[src/design/button_debounce_longpress_encoder_core_assert.svh]
// ----------------------------------------------------------------------------
// Assertion macros for the trigger debounce / encoder block
// Clocked on aclk, disabled while aresetn is low.
// ----------------------------------------------------------------------------
`ifndef BUTTON_DEBOUNCE_LONGPRESS_ENCODER_CORE_ASSERT_SVH
`define BUTTON_DEBOUNCE_LONGPRESS_ENCODER_CORE_ASSERT_SVH

// consequent must hold in the cycle after the antecedent
`define BDLE_ASSERT_NEXT(lbl, ante, cons) \
    lbl: assert property (@(posedge aclk) disable iff (!aresetn) (ante) |=> (cons)) \
        else $error("bdle: next-cycle check failed");

// consequent must hold in the same cycle as the antecedent
`define BDLE_ASSERT_SAME(lbl, ante, cons) \
    lbl: assert property (@(posedge aclk) disable iff (!aresetn) (ante) |-> (cons)) \
        else $error("bdle: same-cycle check failed");

`endif

[src/design/bdle_pkg.sv]
// ----------------------------------------------------------------------------
// bdle_pkg
// Shared types and constants for the trigger debounce / encoder block.
// ----------------------------------------------------------------------------
package bdle_pkg;

    localparam int unsigned TIME_W   = 32;
    localparam int unsigned POS_W    = 32;
    localparam int unsigned MS_W     = 16;
    localparam int unsigned STEP_W   = 8;
    localparam int unsigned CODE_W   = 3;
    localparam int unsigned CFG_IDX_W = 2;
    localparam int unsigned S_DATA_W = 72;
    localparam int unsigned M_DATA_W = 8;

    localparam logic [MS_W-1:0]   DEBOUNCE_RESET = 16'd50;
    localparam logic [MS_W-1:0]   LONG_RESET     = 16'd1000;
    localparam logic [STEP_W-1:0] STEP_RESET     = 8'd4;

    typedef enum logic [CODE_W-1:0] {
        EV_NONE    = 3'd0,
        EV_PRESS   = 3'd1,
        EV_RELEASE = 3'd2,
        EV_LONG    = 3'd3,
        EV_CW      = 3'd4,
        EV_CCW     = 3'd5
    } event_t;

    typedef enum logic [CFG_IDX_W-1:0] {
        CFG_DEBOUNCE = 2'd0,
        CFG_LONG     = 2'd1,
        CFG_STEP     = 2'd2
    } cfg_index_t;

    typedef struct packed {
        logic [TIME_W-1:0] now_ms;
        logic              trigger_level;
        logic [POS_W-1:0]  encoder_pos;
    } poll_t;

    typedef struct packed {
        logic [MS_W-1:0]   debounce_ms;
        logic [MS_W-1:0]   long_press_ms;
        logic [STEP_W-1:0] encoder_step;
    } cfg_t;

endpackage

[src/design/button_debounce_longpress_encoder_core.sv]
// ----------------------------------------------------------------------------
// button_debounce_longpress_encoder_core
// Trigger debounce with long-press detection and encoder step events.
// ----------------------------------------------------------------------------
// Usage:
//   s_ channel carries one poll per item: tdata[31:0] now_ms,
//   tdata[32] trigger_level (0 pressed), tdata[64:33] encoder_pos.
//   m_ channel returns exactly one item per poll: tdata[2:0] event_code
//   (none, press, release, long press, clockwise, counter-clockwise).
//   Config registers (debounce, long-press time, encoder step) are written
//   through cfg_wr_en / cfg_index / cfg_wdata while the block is idle.
// Registers: the poll is loaded into the input register when accepted; the
//   event decision is loaded into the result register when the poll moves on,
//   which a held, untaken result can delay.
// Throughput: one poll per cycle while m_tready is high; the event unit
//   updates by combinational subtract-and-compare, so polls go back to back.
// Reset: aresetn low empties both registers and returns the trigger state to
//   released, timers and encoder base to zero, config to its defaults.
// Stall: while m_tready is low the result holds; one more poll waits in the
//   input register, and s_tready drops once both are full.
// ----------------------------------------------------------------------------
`include "button_debounce_longpress_encoder_core_assert.svh"

module button_debounce_longpress_encoder_core (
    input  logic                                 aclk,
    input  logic                                 aresetn,
    input  logic                                 s_tvalid,
    output logic                                 s_tready,
    // [31:0] now_ms, [32] trigger_level, [64:33] encoder_pos, [71:65] zero
    input  logic [bdle_pkg::S_DATA_W-1:0]        s_tdata,
    output logic                                 m_tvalid,
    input  logic                                 m_tready,
    // [2:0] event_code, [7:3] zero
    output logic [bdle_pkg::M_DATA_W-1:0]        m_tdata,
    input  logic                                 cfg_wr_en,
    input  logic [bdle_pkg::CFG_IDX_W-1:0]       cfg_index,
    input  logic [bdle_pkg::MS_W-1:0]            cfg_wdata
);

    bdle_pkg::cfg_t   cfg_reg;
    bdle_pkg::cfg_t   cfg_next;
    logic             out_valid_reg, out_valid_next;
    bdle_pkg::event_t out_code_reg;
    bdle_pkg::event_t code;
    bdle_pkg::poll_t  item;
    logic             item_valid;
    logic             advance;

    assign advance  = item_valid && (!out_valid_reg || m_tready);
    assign m_tvalid = out_valid_reg;
    assign m_tdata  = {{(bdle_pkg::M_DATA_W-bdle_pkg::CODE_W){1'b0}}, out_code_reg};

    bdle_in_reg u_in_reg (
        .aclk       (aclk),
        .aresetn    (aresetn),
        .s_tvalid   (s_tvalid),
        .s_tready   (s_tready),
        .s_tdata    (s_tdata),
        .advance    (advance),
        .item_valid (item_valid),
        .item       (item)
    );

    bdle_event_unit u_event (
        .aclk    (aclk),
        .aresetn (aresetn),
        .fire    (advance),
        .item    (item),
        .cfg     (cfg_reg),
        .code    (code)
    );

    always_comb begin
        cfg_next = cfg_reg;
        if (cfg_wr_en) begin
            case (cfg_index)
                bdle_pkg::CFG_DEBOUNCE: cfg_next.debounce_ms   = cfg_wdata;
                bdle_pkg::CFG_LONG:     cfg_next.long_press_ms = cfg_wdata;
                bdle_pkg::CFG_STEP:     cfg_next.encoder_step  = cfg_wdata[bdle_pkg::STEP_W-1:0];
                default:                cfg_next = cfg_reg;
            endcase
        end
    end

    always_comb begin
        out_valid_next = out_valid_reg;
        if (advance) begin
            out_valid_next = 1'b1;
        end else if (m_tready) begin
            out_valid_next = 1'b0;
        end
    end

    always_ff @(posedge aclk) begin
        if (!aresetn) begin
            cfg_reg.debounce_ms   <= bdle_pkg::DEBOUNCE_RESET;
            cfg_reg.long_press_ms <= bdle_pkg::LONG_RESET;
            cfg_reg.encoder_step  <= bdle_pkg::STEP_RESET;
            out_valid_reg         <= 1'b0;
        end else begin
            cfg_reg       <= cfg_next;
            out_valid_reg <= out_valid_next;
        end
    end

    // result register: load the decision when the poll moves on
    always_ff @(posedge aclk) begin
        if (advance) begin
            out_code_reg <= code;
        end
    end

    `BDLE_ASSERT_NEXT(a_item_moves, advance, out_valid_reg)
    `BDLE_ASSERT_NEXT(a_item_waits, item_valid && !advance, item_valid)
    `BDLE_ASSERT_SAME(a_ready_when_drain, item_valid && out_valid_reg && m_tready, s_tready)

endmodule

[src/design/bdle_in_reg.sv]
// ----------------------------------------------------------------------------
// bdle_in_reg
// Input register: captures one poll item and holds it until the event unit
// takes it.
// ----------------------------------------------------------------------------
module bdle_in_reg (
    input  logic                              aclk,
    input  logic                              aresetn,
    input  logic                              s_tvalid,
    output logic                              s_tready,
    input  logic [bdle_pkg::S_DATA_W-1:0]     s_tdata,
    input  logic                              advance,
    output logic                              item_valid,
    output bdle_pkg::poll_t                   item
);

    logic            valid_reg;
    logic            valid_next;
    bdle_pkg::poll_t item_reg;

    assign s_tready   = !valid_reg || advance;
    assign item_valid = valid_reg;
    assign item       = item_reg;

    always_comb begin
        valid_next = valid_reg;
        if (s_tready) begin
            valid_next = s_tvalid;
        end
    end

    always_ff @(posedge aclk) begin
        if (!aresetn) begin
            valid_reg <= 1'b0;
        end else begin
            valid_reg <= valid_next;
        end
    end

    always_ff @(posedge aclk) begin
        if (s_tvalid && s_tready) begin
            item_reg.now_ms        <= s_tdata[31:0];
            item_reg.trigger_level <= s_tdata[32];
            item_reg.encoder_pos   <= s_tdata[64:33];
        end
    end

endmodule

[src/design/bdle_event_unit.sv]
// ----------------------------------------------------------------------------
// bdle_event_unit
// Debounce, long-press and encoder state with the per-poll event decision.
// ----------------------------------------------------------------------------
`include "button_debounce_longpress_encoder_core_assert.svh"

module bdle_event_unit (
    input  logic                 aclk,
    input  logic                 aresetn,
    input  logic                 fire,
    input  bdle_pkg::poll_t      item,
    input  bdle_pkg::cfg_t       cfg,
    output bdle_pkg::event_t     code
);

    logic                          last_raw_reg, last_raw_next;
    logic                          stable_reg, stable_next;
    logic [bdle_pkg::TIME_W-1:0]   db_start_reg, db_start_next;
    logic [bdle_pkg::TIME_W-1:0]   press_start_reg, press_start_next;
    logic                          long_done_reg, long_done_next;
    logic [bdle_pkg::POS_W-1:0]    base_reg, base_next;

    logic                          raw_changed;
    logic [bdle_pkg::TIME_W-1:0]   db_elapsed;
    logic [bdle_pkg::TIME_W-1:0]   press_elapsed;
    logic [bdle_pkg::POS_W-1:0]    udiff;
    logic [bdle_pkg::POS_W-1:0]    mag;
    logic [bdle_pkg::STEP_W-1:0]   step_eff;
    logic                          trig_event;
    logic                          long_event;
    logic                          enc_event;

    always_comb begin
        raw_changed   = item.trigger_level != last_raw_reg;
        // a raw change restarts the timer, so elapsed is zero in that poll
        db_elapsed    = raw_changed ? '0 : (item.now_ms - db_start_reg);
        press_elapsed = item.now_ms - press_start_reg;
        udiff         = item.encoder_pos - base_reg;
        mag           = udiff[bdle_pkg::POS_W-1] ? ('0 - udiff) : udiff;
        step_eff      = (cfg.encoder_step == '0) ? bdle_pkg::STEP_W'(1) : cfg.encoder_step;

        trig_event = (db_elapsed > {{(bdle_pkg::TIME_W-bdle_pkg::MS_W){1'b0}}, cfg.debounce_ms})
                     && (item.trigger_level != stable_reg);
        long_event = !stable_reg && !long_done_reg
                     && (press_elapsed >
                         {{(bdle_pkg::TIME_W-bdle_pkg::MS_W){1'b0}}, cfg.long_press_ms});
        enc_event  = mag >= {{(bdle_pkg::POS_W-bdle_pkg::STEP_W){1'b0}}, step_eff};

        last_raw_next    = last_raw_reg;
        stable_next      = stable_reg;
        db_start_next    = db_start_reg;
        press_start_next = press_start_reg;
        long_done_next   = long_done_reg;
        base_next        = base_reg;

        if (trig_event) begin
            code = item.trigger_level ? bdle_pkg::EV_RELEASE : bdle_pkg::EV_PRESS;
        end else if (long_event) begin
            code = bdle_pkg::EV_LONG;
        end else if (enc_event) begin
            code = udiff[bdle_pkg::POS_W-1] ? bdle_pkg::EV_CCW : bdle_pkg::EV_CW;
        end else begin
            code = bdle_pkg::EV_NONE;
        end

        if (fire) begin
            last_raw_next = item.trigger_level;
            if (raw_changed) begin
                db_start_next = item.now_ms;
            end
            if (trig_event) begin
                stable_next = item.trigger_level;
                if (!item.trigger_level) begin
                    press_start_next = item.now_ms;
                    long_done_next   = 1'b0;
                end
            end else if (long_event) begin
                long_done_next = 1'b1;
            end else if (enc_event) begin
                base_next = item.encoder_pos;
            end
        end
    end

    always_ff @(posedge aclk) begin
        if (!aresetn) begin
            last_raw_reg    <= 1'b1;
            stable_reg      <= 1'b1;
            db_start_reg    <= '0;
            press_start_reg <= '0;
            long_done_reg   <= 1'b0;
            base_reg        <= '0;
        end else begin
            last_raw_reg    <= last_raw_next;
            stable_reg      <= stable_next;
            db_start_reg    <= db_start_next;
            press_start_reg <= press_start_next;
            long_done_reg   <= long_done_next;
            base_reg        <= base_next;
        end
    end

    `BDLE_ASSERT_NEXT(a_press_arms, fire && code == bdle_pkg::EV_PRESS, !stable_reg && !long_done_reg)
    `BDLE_ASSERT_NEXT(a_long_once, fire && code == bdle_pkg::EV_LONG, long_done_reg && !stable_reg)
    `BDLE_ASSERT_NEXT(a_release_stable, fire && code == bdle_pkg::EV_RELEASE, stable_reg)
    `BDLE_ASSERT_SAME(a_long_needs_press, code == bdle_pkg::EV_LONG, !stable_reg)

endmodule
[config.mk]
export PLATFORM = sky130hd
export DESIGN_NAME = button_debounce_longpress_encoder_core
export DESIGN_NICKNAME = d
export VERILOG_FILES = /design/src/design/bdle_pkg.sv /design/src/design/button_debounce_longpress_encoder_core.sv /design/src/design/bdle_in_reg.sv /design/src/design/bdle_event_unit.sv
export VERILOG_INCLUDE_DIRS = /design/src /design/src/design
export SDC_FILE = /design/constraint.sdc
export NUM_CORES = 1
export LEC_CHECK = 0
export ABC_AREA = 1
export ABC_CLOCK_PERIOD_IN_PS = 8600
export BUFFER_PORTS_ARGS = -buffer_cell sky130_fd_sc_hd__buf_2
export CORE_MARGIN = 10
export CORE_UTILIZATION = 50
export CTS_CLUSTER_DIAMETER = 150
export DETAILED_ROUTE_END_ITERATION = 16
export HOLD_SLACK_MARGIN = 0.03
export PLACE_DENSITY = 0.71
export SLEW_MARGIN = 0
export SYNTH_ARGS = -nofsm -noshare
export SYNTH_HDL_FRONTEND = slang
export SYNTH_SLANG_ARGS = --single-unit
[constraint.sdc]
create_clock -name aclk -period 8.6 [get_ports aclk]
set_input_delay 0.43 -clock aclk [delete_from_list [all_inputs] [get_ports aclk]]
set_output_delay 0.43 -clock aclk [all_outputs]
set_load 0.03 [all_outputs]
Yosys cells after proc, flatten, opt, wreduce, memory -nomap -nowiden
Index checks and enable logic that the tools add are counted.
W data, S select, Z words.
{"block": "word_totals", "romBits": 0, "ram_bits": 0, "mem_count": 0, "regBits": 209, "latch_bits": 0}
{"block": "classes", "n_bitwise": 3, "addsub": 4, "n_div": 0, "n_reduce_logical": 23, "magnitude_cmp": 3, "eq_ne": 5, "n_shift": 0, "n_mul": 0, "n_mux": 13}
{"op": "$sub A32 B32 Y32", "count": 3}
{"op": "$gt A32 B16 Y1", "count": 2}
{"op": "$mux W32", "count": 2}
{"op": "$ge A32 B8 Y1", "count": 1}
{"op": "$sub A1 B32 Y32 const A", "count": 1}
{"op": "$reduce_and A2 Y1", "count": 5}
{"op": "$mux W3", "count": 3}
{"op": "$logic_not A8 Y1", "count": 1}
{"op": "$mux W8", "count": 1}
{"op": "$mux W1", "count": 6}
{"op": "$reduce_and A3 Y1", "count": 2}
{"op": "$logic_and A1 B1 Y1", "count": 5}
{"op": "$logic_not A1 Y1", "count": 4}
{"op": "$reduce_and A4 Y1", "count": 1}
{"op": "$reduce_bool A2 Y1", "count": 2}
{"op": "$not A1 Y1", "count": 3}
{"op": "$eq A2 B1 Y1 const B", "count": 1}
{"op": "$eq A2 B2 Y1 const B", "count": 1}
{"op": "$logic_not A2 Y1", "count": 1}
{"op": "$logic_or A1 B1 Y1", "count": 2}
{"op": "$mux W2", "count": 1}
{"op": "$ne A1 B1 Y1", "count": 2}
{"op": "$ne A2 B2 Y1 const B", "count": 1}

Depth between registers and ports, before layout
Gate-level depths: netlist of the first run.
{"block": "depth", "word_depth": 7, "depth_mapped": 37, "ltp_nobuf": 34}

Modules after synthesis
From an unflattened synthesis of the first run, not the netlist that was laid out.
{"block": "hier_totals", "cells_unflattened": 2558, "area_unflattened_um2": 16528.4}
{"module": "bdle_event_unit", "cells_per_inst": 2230, "seq_area_each_um2": 1981.9, "n_inst": 1, "area_per_inst_um2": 12655.9}
{"module": "bdle_in_reg", "cells_per_inst": 72, "seq_area_each_um2": 1971.9, "n_inst": 1, "area_per_inst_um2": 2003.2}
{"module": "button_debounce_longpress_encoder_core", "cells_per_inst": 256, "seq_area_each_um2": 910.9, "n_inst": 1, "area_per_inst_um2": 1869.3}

Least setup slack after synthesis of the first run
No wires, ideal clock.
{"block": "synth_path", "path_type": "register to register", "start": "reg u_in_reg.item_reg (netlist bit u_in_reg.item[14])", "end": "reg out_code_reg[0], data pin", "path_stages_with_launch": 32, "required_ns": 8.347, "slack_ns": 4.549, "period_less_slack_ns": 4.051, "t_arrival_ns": 3.798, "path_buffers": 3, "cell_sequence": "edfxtp_1 > ha_1 > nand2_1 > inv_1 > nand2_1 > nand2_1 > a21oi_1 > nand2_2 > nand2_2 > nand3_1 > nand2_4 > buf_4 > buf_2 > nand2_1 > xor2_1 > inv_1 > ha_1 > nand2_1 > inv_1 > o21ai_0 > o2111ai_1 > a21oi_1 > nand2_1 > nor2_1 > nand2_1 > nor2_1 > nand2_1 > nor2_4 > nand3_4 > buf_2 > nand3_1 > nand2_1"}
{"block": "synth_via", "elab_chain_cells": 7, "word_cells_on_any_way": 8, "classes_between": "add/sub (2); order compare (1); mux (5)"}
{"item": "start: declaration", "line_no": "bdle_in_reg.sv:19", "rtl": "bdle_pkg::poll_t item_reg;"}
{"item": "$sub A32 B32 Y32 (*)", "line_no": "bdle_event_unit.sv:38", "rtl": "udiff = item.encoder_pos - base_reg;"}
{"item": "$sub A1 B32 Y32", "line_no": "bdle_event_unit.sv:39", "rtl": "mag = udiff[bdle_pkg::POS_W-1] ? ('0 - udiff) : udiff;"}
{"item": "$mux W32", "line_no": "bdle_event_unit.sv:39"}
{"item": "$ge A32 B8 Y1", "line_no": "bdle_event_unit.sv:47", "rtl": "enc_event = mag >= {{(bdle_pkg::POS_W-bdle_pkg::STEP_W){1'b0}}, step_eff};"}
{"item": "$mux W3 (*)", "line_no": "bdle_event_unit.sv:60", "rtl": "end else if (enc_event) begin"}
{"item": "$mux W3 (*)", "line_no": "bdle_event_unit.sv:58", "rtl": "end else if (long_event) begin"}
{"item": "$mux W3 (*)", "line_no": "bdle_event_unit.sv:56", "rtl": "if (trig_event) begin"}
{"item": "via code[0]", "line_no": "button_debounce_longpress_encoder_core.sv:44", "rtl": "bdle_pkg::event_t code;"}
{"item": "end signal: assignment", "line_no": "button_debounce_longpress_encoder_core.sv:109", "rtl": "out_code_reg <= code;"}
{"item": "end: declaration", "line_no": "button_debounce_longpress_encoder_core.sv:43", "rtl": "bdle_pkg::event_t out_code_reg;"}
The timed path passes the listed nets; every way through them passes the cells marked *.
A chain may end at the register's enable or synchronous reset.

Final worst setup path of the first run
{"block": "layout_path", "start": "reg u_in_reg.item_reg (netlist bit u_in_reg.item[33])", "end": "reg u_event.base_reg[3] (netlist bit)"}
{"block": "layout_via", "elab_chain_cells": 6, "word_cells_on_any_way": 10, "classes_between": "add/sub (2); order compare (2); mux (1); bitwise (2); reduce/logical (3)"}
{"item": "$sub A32 B32 Y32", "line_no": "bdle_event_unit.sv:36", "rtl": "db_elapsed = raw_changed ? '0 : (item.now_ms - db_start_reg);"}
{"item": "$mux W32", "line_no": "bdle_event_unit.sv:36"}
{"item": "$gt A32 B16 Y1", "line_no": "bdle_event_unit.sv:42", "rtl": "trig_event = (db_elapsed > {{(bdle_pkg::TIME_W-bdle_pkg::MS_W){1'b0}}, cfg.debounce_ms})"}
{"item": "$logic_and A1 B1 Y1", "line_no": "bdle_event_unit.sv:43", "rtl": "&& (item.trigger_level != stable_reg);"}
{"item": "$not A1 Y1 (no source line)"}
{"item": "$reduce_and A4 Y1 (no source line) (*)"}
{"item": "end signal: assignment", "line_no": "bdle_event_unit.sv:99", "rtl": "base_reg <= base_next;"}
{"item": "end: declaration", "line_no": "bdle_event_unit.sv:21", "rtl": "logic [bdle_pkg::POS_W-1:0] base_reg, base_next;"}
Mark *: on every way between the ends. The rest lies on a longest branch, timed or not.

==> results of run 1 <==
==> layout make-up <==
cell class	count	share of cell area
multi-input cells	1784	0.514
flip-flops and latches	209	0.267
inverters	443	0.0912
repair buffers	141	0.0513
clock buffers	28	0.0360
well taps	402	0.0276
clock inverters	18	0.0130
==> path summary, 6_finish.rpt <==
path / start / to / slack, ns / depth (start not counted)
worst max register to register: u_in_reg.item[33] / u_event.base_reg[3] / 2.34 / 25
worst max-delay path: u_in_reg.item[33] / u_event.base_reg[3] / 2.34 / 25
worst min register to register: u_event.long_done_reg / u_event.long_done_reg / 0.45 / 2
worst min-delay path: s_tdata[59] / u_in_reg.item[26] / 0.05 / 1
==> metrics by stage <==
stage	cell area [um^2]	setup WS, ns	hold slack (ns)
after floorplan	16200	4.55	0.425
after global placement	16900	2.52	0.434
after detailed placement	16900	2.43	0.440
after CTS	18200	2.38	0.0304
after global routing	18200	1.93	0.0399
final	18200	2.34	0.0485
==> routing by layer <==
layer | GRT usage | vias to the layer above
li1 | - | 8280
met1 | 0.267 | 7185
met2 | 0.409 | 311
met3 | 0.0249 | 88
met4 | 0.0712 | 0
met5 | 0 | -
==> power by group through the flow <==
stage | Sequential (mW) | Clock (mW) | Combinational [mW]
floorplan | 1.12 | 0 | 0.801
global placement | 1.13 | 0 | 1.02
detailed placement | 1.13 | 0 | 1.04
CTS | 1.11 | 1.17 | 1.07
global route | 1.12 | 1.21 | 1.23
finish | 1.11 | 1.15 | 1.07
==> cells in the mapped netlist (13+ instances only) <==
library cell               number  share of area
sky130_fd_sc_hd__dfxtp_1      141           0.17
sky130_fd_sc_hd__nand2_2       14         0.0054
sky130_fd_sc_hd__nand2_1      659           0.15
sky130_fd_sc_hd__inv_1        407          0.095
sky130_fd_sc_hd__nor3_1        25         0.0077
sky130_fd_sc_hd__o21ai_0      151          0.047
sky130_fd_sc_hd__nor2_1       225          0.052
sky130_fd_sc_hd__o211ai_1      15         0.0070
sky130_fd_sc_hd__edfxtp_1      68           0.13
sky130_fd_sc_hd__a21oi_1      226          0.070
sky130_fd_sc_hd__xor2_1        29          0.016
sky130_fd_sc_hd__clkbuf_1      32         0.0074
sky130_fd_sc_hd__nor2_2        14         0.0054
sky130_fd_sc_hd__inv_2         23         0.0053
sky130_fd_sc_hd__clkinv_1      13         0.0030
sky130_fd_sc_hd__ha_1         134           0.10
sky130_fd_sc_hd__nand4_1       69          0.027
sky130_fd_sc_hd__nand3_1      137          0.042
==> worst reg2reg max path, cell delays in order (launching register included) <==
cell and delay [ns]:
sky130_fd_sc_hd__edfxtp_1 0.40, sky130_fd_sc_hd__inv_1 0.17, sky130_fd_sc_hd__ha_1 0.17, sky130_fd_sc_hd__inv_1 0.07
sky130_fd_sc_hd__fa_1 0.42, sky130_fd_sc_hd__nand2_1 0.11, sky130_fd_sc_hd__nand2_1 0.06, sky130_fd_sc_hd__o21ai_1 0.16
sky130_fd_sc_hd__o21ai_0 0.20, sky130_fd_sc_hd__nand3_1 0.12, sky130_fd_sc_hd__nand2_1 0.12, sky130_fd_sc_hd__o21ai_0 0.18
sky130_fd_sc_hd__a21oi_1 0.10, sky130_fd_sc_hd__ha_1 0.31, sky130_fd_sc_hd__nand4_1 0.09, sky130_fd_sc_hd__nor4_1 0.34
sky130_fd_sc_hd__inv_1 0.08, sky130_fd_sc_hd__o41ai_1 0.75, sky130_fd_sc_hd__nand3_1 0.25, sky130_fd_sc_hd__nand2_1 0.21
sky130_fd_sc_hd__nand2_1 0.10, sky130_fd_sc_hd__inv_2 0.54, sky130_fd_sc_hd__nand3_2 0.75, sky130_fd_sc_hd__nand2_1 0.29
sky130_fd_sc_hd__clkinv_1 0.09, sky130_fd_sc_hd__nor2_1 0.12
==> cell families (layout without fill, tap and decap cells) <==
| logic type | after synthesis | in the layout | share of synthesized area |
|---|---|---|---|
| AND/OR/NAND/NOR | 1178 | 1178 | 0.310 |
| adder cells (fa/ha/maj) | 137 | 137 | 0.108 |
| other | 1 | 5 | 0.000232 |
| AO/OA/AOI/OAI | 423 | 423 | 0.139 |
| buffers and inverters | 500 | 630 | 0.120 |
| flip-flops | 209 | 209 | 0.301 |
| XOR/XNOR | 41 | 41 | 0.0222 |
==> what timing repair did <==
item | 4_1_cts | 5_1_grt
endpoints found under the hold margin | 42 | 0
gates resized for setup | 0 | 0
hold buffers | 42 | 0
==> summary.md, run 1 <==
### Outcome
• completed — run status

### Clock network
• 25 — clock buffer count from CTS
• 209 — clk sinks
• 3 — largest buffer count on any clock path
• 1 — H-tree levels
• sky130_fd_sc_hd__clkbuf_16 — Clk Tree Root Cell
• 0 — buffers inserted during post-CTS setup optimization
• 0.56 ns — clock network latency to the later pin of the worst-skew pair
• yes — clock tree from TritonCTS
• 0.06 ns — clock-pin slew on the worst setup and hold paths

### STA
• 160 MHz — highest clock frequency the design can meet
• 0 — final number of hold-violating endpoints
• 6.26 ns — shortest period the worst path allows
• 0 — number of pins with negative max-slew slack in the final report
• 0.844 ns — slew at the pin with the worst max-slew slack
• 0 — number of endpoints failing setup at the final stage
• 0.0154 ns — Layout Skew
• false — RSZ-0062 raised after global routing
• 0.728 — Tcrit/Tclk final
• 0 ns — sum of negative setup slack
• 0.432 — Worst slew margin

### Global routing
• 15356 — vias in the first global route
• 73200 um — first-pass GRT wire length
• 78 — maximum number of pins on one net before global-route repair
• 0.223 — total track usage
• 0 — grt ovf
• 0 — initial antenna violation count

### Logic synthesis
• 6.49 um^2 — synthesized area divided by synthesized cell count
• 0.0162 mm^2 — cell area after synthesis
• 68 — number of enable flip-flop cells after synthesis
• 0 — fraction of registers with async set or reset after synthesis
• 2489 — Synth Instances
• sky130_fd_sc_hd__dfxtp_1 — most used flip-flop cell after synthesis
• 0 — total of warnings raised by yosys
• 48 — Netlist cell types
• 0.301 — sequential-to-total area share from yosys stat
• 209 — flop and latch count out of synthesis

### Final layout
• 659 x sky130_fd_sc_hd__nand2_1, 406 x sky130_fd_sc_hd__inv_1, 226 x sky130_fd_sc_hd__a21oi_1 — leading cell types in the layout, fill and taps excluded
• 12.9% — area growth from synthesis to layout
• 0.00486 mm^2 — register area
• 0 — number of antenna repair diodes
• 3021 — Filler Cell Count
• 65 — flip-flop count of the largest register, all copies and words added
• 0.0793 — proportion of layout cells with a drive suffix above 1
• 0.575 — final cell utilization of the core
• 2836 — final-stage net count
• sky130_fd_sc_hd__nand2_1 — most common cell after layout, fill and taps aside
• 0.00937 mm^2 — multi-input gate area in the final layout
• 3025 — number of non-filler instances in the completed layout

### Routing
• 44500 um — wire length reported by the detailed router
• 14.7 um — post-detailed-route wirelength per cell
• 0 — DRC violations left
• 5.24 — via count normalized by instance count
• 0 — antenna violation net count after detailed routing
• 1520 um — length of routed met3 wiring
• 19500 um — routed metal-1 wire length
• 1006 — number of DRC markers in iteration 0
• 15864 — via count
• 7 — router iterations before antenna repair
• met4 — max layer used
• 22100 um — met2 WL post-DR

### Setup path
• sky130_fd_sc_hd__nand2_1 — Worst path most repeated cell
• simple AND/OR/NAND/NOR gates — family with the most delay on the worst path
• 6.75 ns — arrival time of the worst setup path
• register to register — start-to-end type of the worst setup path
• 5 — critical path buffer and inverter count
• 0.75 ns — crit-path max cell delay
• 9.09 ns — Critical Path RT
• register — type of element capturing the critical path
• sky130_fd_sc_hd__o41ai_1 — slowest stage cell, crit path
• 34 — largest fanout on the critical path
• register — startpoint type of the worst setup path

### Die
• 0.0399 mm^2 — Total Die Area
• 0.0317 mm^2 — Core ar.
• 0.509 — effective utilization at floorplan
• 200 um — Die Width
• 200 um — height of the chip
• 65 — number of cell rows
• 105 — # IOs

### Pwr
• 0.322 — combinational cell fraction of total power
• 0.334 — part of the power in registers
• 3.34 mW — total power
• 2.16 mW — Power Internal
• 183 mW/mm^2 — power density over cell area
• 0.353 — switching share of power
• 0.344 — proportion of power drawn by the clock network
• 0.205 mV — worst ir drop on vdd
• 8.75 nW — Static Leakage
• 1.18 mW — net switching power of the design

### Placed design
• 2937 — # placed instances
• 92 — count of input and output buffers
• 34700 um — half-perimeter wire length of the detailed placement result
• 0.920 — GPL Wtd Cong

### Min path
• input pin to register — type of the tightest min-delay check

### Flow run
• 0 — number of violations of the max-capacitance limit

Power figures use the tool's default switching activity.
==> inputs of run 2 (changes only) <==
--- a/config.mk
+++ b/config.mk
@@ -7,7 +7,7 @@
 export NUM_CORES = 1
 export LEC_CHECK = 0
 export ABC_AREA = 1
-export ABC_CLOCK_PERIOD_IN_PS = 8600
+export ABC_CLOCK_PERIOD_IN_PS = 6430
 export BUFFER_PORTS_ARGS = -buffer_cell sky130_fd_sc_hd__buf_2
 export CORE_MARGIN = 10
 export CORE_UTILIZATION = 50
==> constraint.sdc (replaced) <==
create_clock -name aclk -period 6.43 [get_ports aclk]
set_input_delay 0.3215 -clock aclk [delete_from_list [all_inputs] [get_ports aclk]]
set_output_delay 0.3215 -clock aclk [all_outputs]
set_load 0.03 [all_outputs]
==> summary.md, run 2 (synthesized netlist as in run 1, its figures left out) <==
### Outcome
• completed — run status

### Setup path
• register — type of element capturing the critical path
• 0.47 ns — crit-path max cell delay
• 6.86 ns — Critical Path RT
• 44 — largest fanout on the critical path
• 5.82 ns — arrival time of the worst setup path
• sky130_fd_sc_hd__nand2_1 — Worst path most repeated cell
• register to register — start-to-end type of the worst setup path
• 32 — Worst Reg-to-Reg Cells
• sky130_fd_sc_hd__ha_1 — slowest stage cell, crit path
• register — startpoint type of the worst setup path

### Die
• 65 — number of cell rows
• 200 um — height of the chip
• 0.0399 mm^2 — Total Die Area
• 200 um — Die Width
• 0.0317 mm^2 — Core ar.
• 0.509 — effective utilization at floorplan
• 105 — # IOs

### Min path
• 3 — Hold Path Cell Cnt
• input pin to register — type of the tightest min-delay check

### Flow run
• 0 — number of violations of the max-capacitance limit

### Clock network
• 70 — total of hold buffers inserted after clock tree synthesis
• 3 — largest buffer count on any clock path
• 1 — H-tree levels
• 209 — clk sinks
• 0 — PostCTS Resize Cnt
• 0.55 ns — clock network latency to the later pin of the worst-skew pair
• yes — clock tree from TritonCTS
• sky130_fd_sc_hd__clkbuf_16 — Clk Tree Root Cell
• 24 — clock buffer count from CTS
• 0 — buffers inserted during post-CTS setup optimization
• 0.07 ns — clock-pin slew on the worst setup and hold paths

### Global routing
• 0 — grt ovf
• 15350 — vias in the first global route
• 0.265 — GR Util met1
• 78 — maximum number of pins on one net before global-route repair
• 73800 um — first-pass GRT wire length
• 0.0291 — M3 GR Usage
• 0 — initial antenna violation count
• 0.421 — met2 global-route usage
• 0.228 — total track usage
• met2 — busiest metal layer after global routing

### Pwr
• 0.360 — switching share of power
• 2.78 mW — Power Internal
• 236 mW/mm^2 — power density over cell area
• 8.85 nW — Static Leakage
• 0.342 — part of the power in registers
• 0.262 mV — worst ir drop on vdd
• 1.57 mW — net switching power of the design
• 0.337 — combinational cell fraction of total power
• 0.321 — proportion of power drawn by the clock network

### Final layout
• sky130_fd_sc_hd__nand2_1 — most common cell after layout, fill and taps aside
• 0.00937 mm^2 — multi-input gate area in the final layout
• 2868 — final-stage net count
• 3084 — Filler Cell Count
• 14.3% — area growth from synthesis to layout
• 0 — number of antenna repair diodes
• 0.0787 — proportion of layout cells with a drive suffix above 1
• 659 x sky130_fd_sc_hd__nand2_1, 406 x sky130_fd_sc_hd__inv_1, 226 x sky130_fd_sc_hd__a21oi_1 — leading cell types in the layout, fill and taps excluded
• 0.00486 mm^2 — register area
• 65 — flip-flop count of the largest register, all copies and words added

### STA
• 0.403 — Worst slew margin
• 5.39 ns — shortest period the worst path allows
• 0.838 — Tcrit/Tclk final
• 0.0119 ns — Layout Skew
• 186 MHz — highest clock frequency the design can meet
• 0.0728 ns — Post-Route Hold Slack
• false — RSZ-0062 raised after global routing
• 0.895 ns — slew at the pin with the worst max-slew slack
• 0 — final number of hold-violating endpoints
• 0 — number of endpoints failing setup at the final stage
• 0 — number of pins with negative max-slew slack in the final report
• 0 ns — sum of negative setup slack

### Routing
• 7 — router iterations before antenna repair
• 15.0 um — post-detailed-route wirelength per cell
• 1137 — number of DRC markers in iteration 0
• 15971 — via count
• 0 — DRC violations left
• 45700 um — wire length reported by the detailed router
• 5.23 — via count normalized by instance count
• 0 — antenna violation net count after detailed routing

### Placed design
• 35500 um — half-perimeter wire length of the detailed placement result
• 0.936 — GPL Wtd Cong
• 92 — count of input and output buffers

==> run 2: area by class of cell <==
class / count / share of cell area
Clock buffer: 31 / 0.0363
Clock inverter: 13 / 0.00725
Inverter: 443 / 0.0901
Multi-Input combinational cell: 1784 / 0.508
Sequential cell: 209 / 0.264
Tap cell: 402 / 0.0273
Timing Repair Buffer: 174 / 0.0679
==> run 2: critical path, delay by kind of cell (launching register included) <==
kind            cells  cell delay [ns]
compound gates      3             0.43
xor+xnor            1             0.16
fa+ha+maj           2             0.80
buf+inv             6             0.84
flops               1             0.39
simple gates       20             2.62
==> run 2: metrics by stage <==
step | utilization | setup slack, ns | instance area [um^2] | total power, mW | cells
floorplan | - | 2.38 | 16200 | 2.57 | 2493
global placement | 0.535 | 1.17 | 17000 | 2.89 | 2942
detailed placement | 0.535 | 1.03 | 17000 | 2.93 | 2942
CTS | 0.582 | 0.987 | 18500 | 4.37 | 3056
global route | 0.582 | 0.457 | 18500 | 4.65 | 3056
finish | 0.582 | 1.04 | 18500 | 4.35 | 3056
==> run 2: final timing paths <==
kind                              endpoint                      from  slack, ns
setup / recovery      u_event.base_reg[28]         u_in_reg.item[25]       1.04
hold / removal                  cfg_reg[2]              cfg_wdata[2]       0.07
setup reg to reg      u_event.base_reg[28]         u_in_reg.item[25]       1.04
hold reg to reg   u_event.db_start_reg[15]  u_event.db_start_reg[15]       0.46
==> run 2: metal layers <==
layer / vias to the layer above / share of wire
met2: 331 / 0.50
met3: 96 / 0.039
met4: 0 / 0.034
li1: 8318 / -
met5: - / 0
met1: 7226 / 0.43
==> run 2: power by group through the flow <==
stage               clock, mW  sequential (mW)  combinational [mW]
floorplan                   0             1.50                1.07
global placement            0             1.51                1.38
detailed placement          0             1.52                1.41
CTS                      1.43             1.49                1.46
global route             1.48             1.50                1.67
finish                   1.40             1.49                1.46
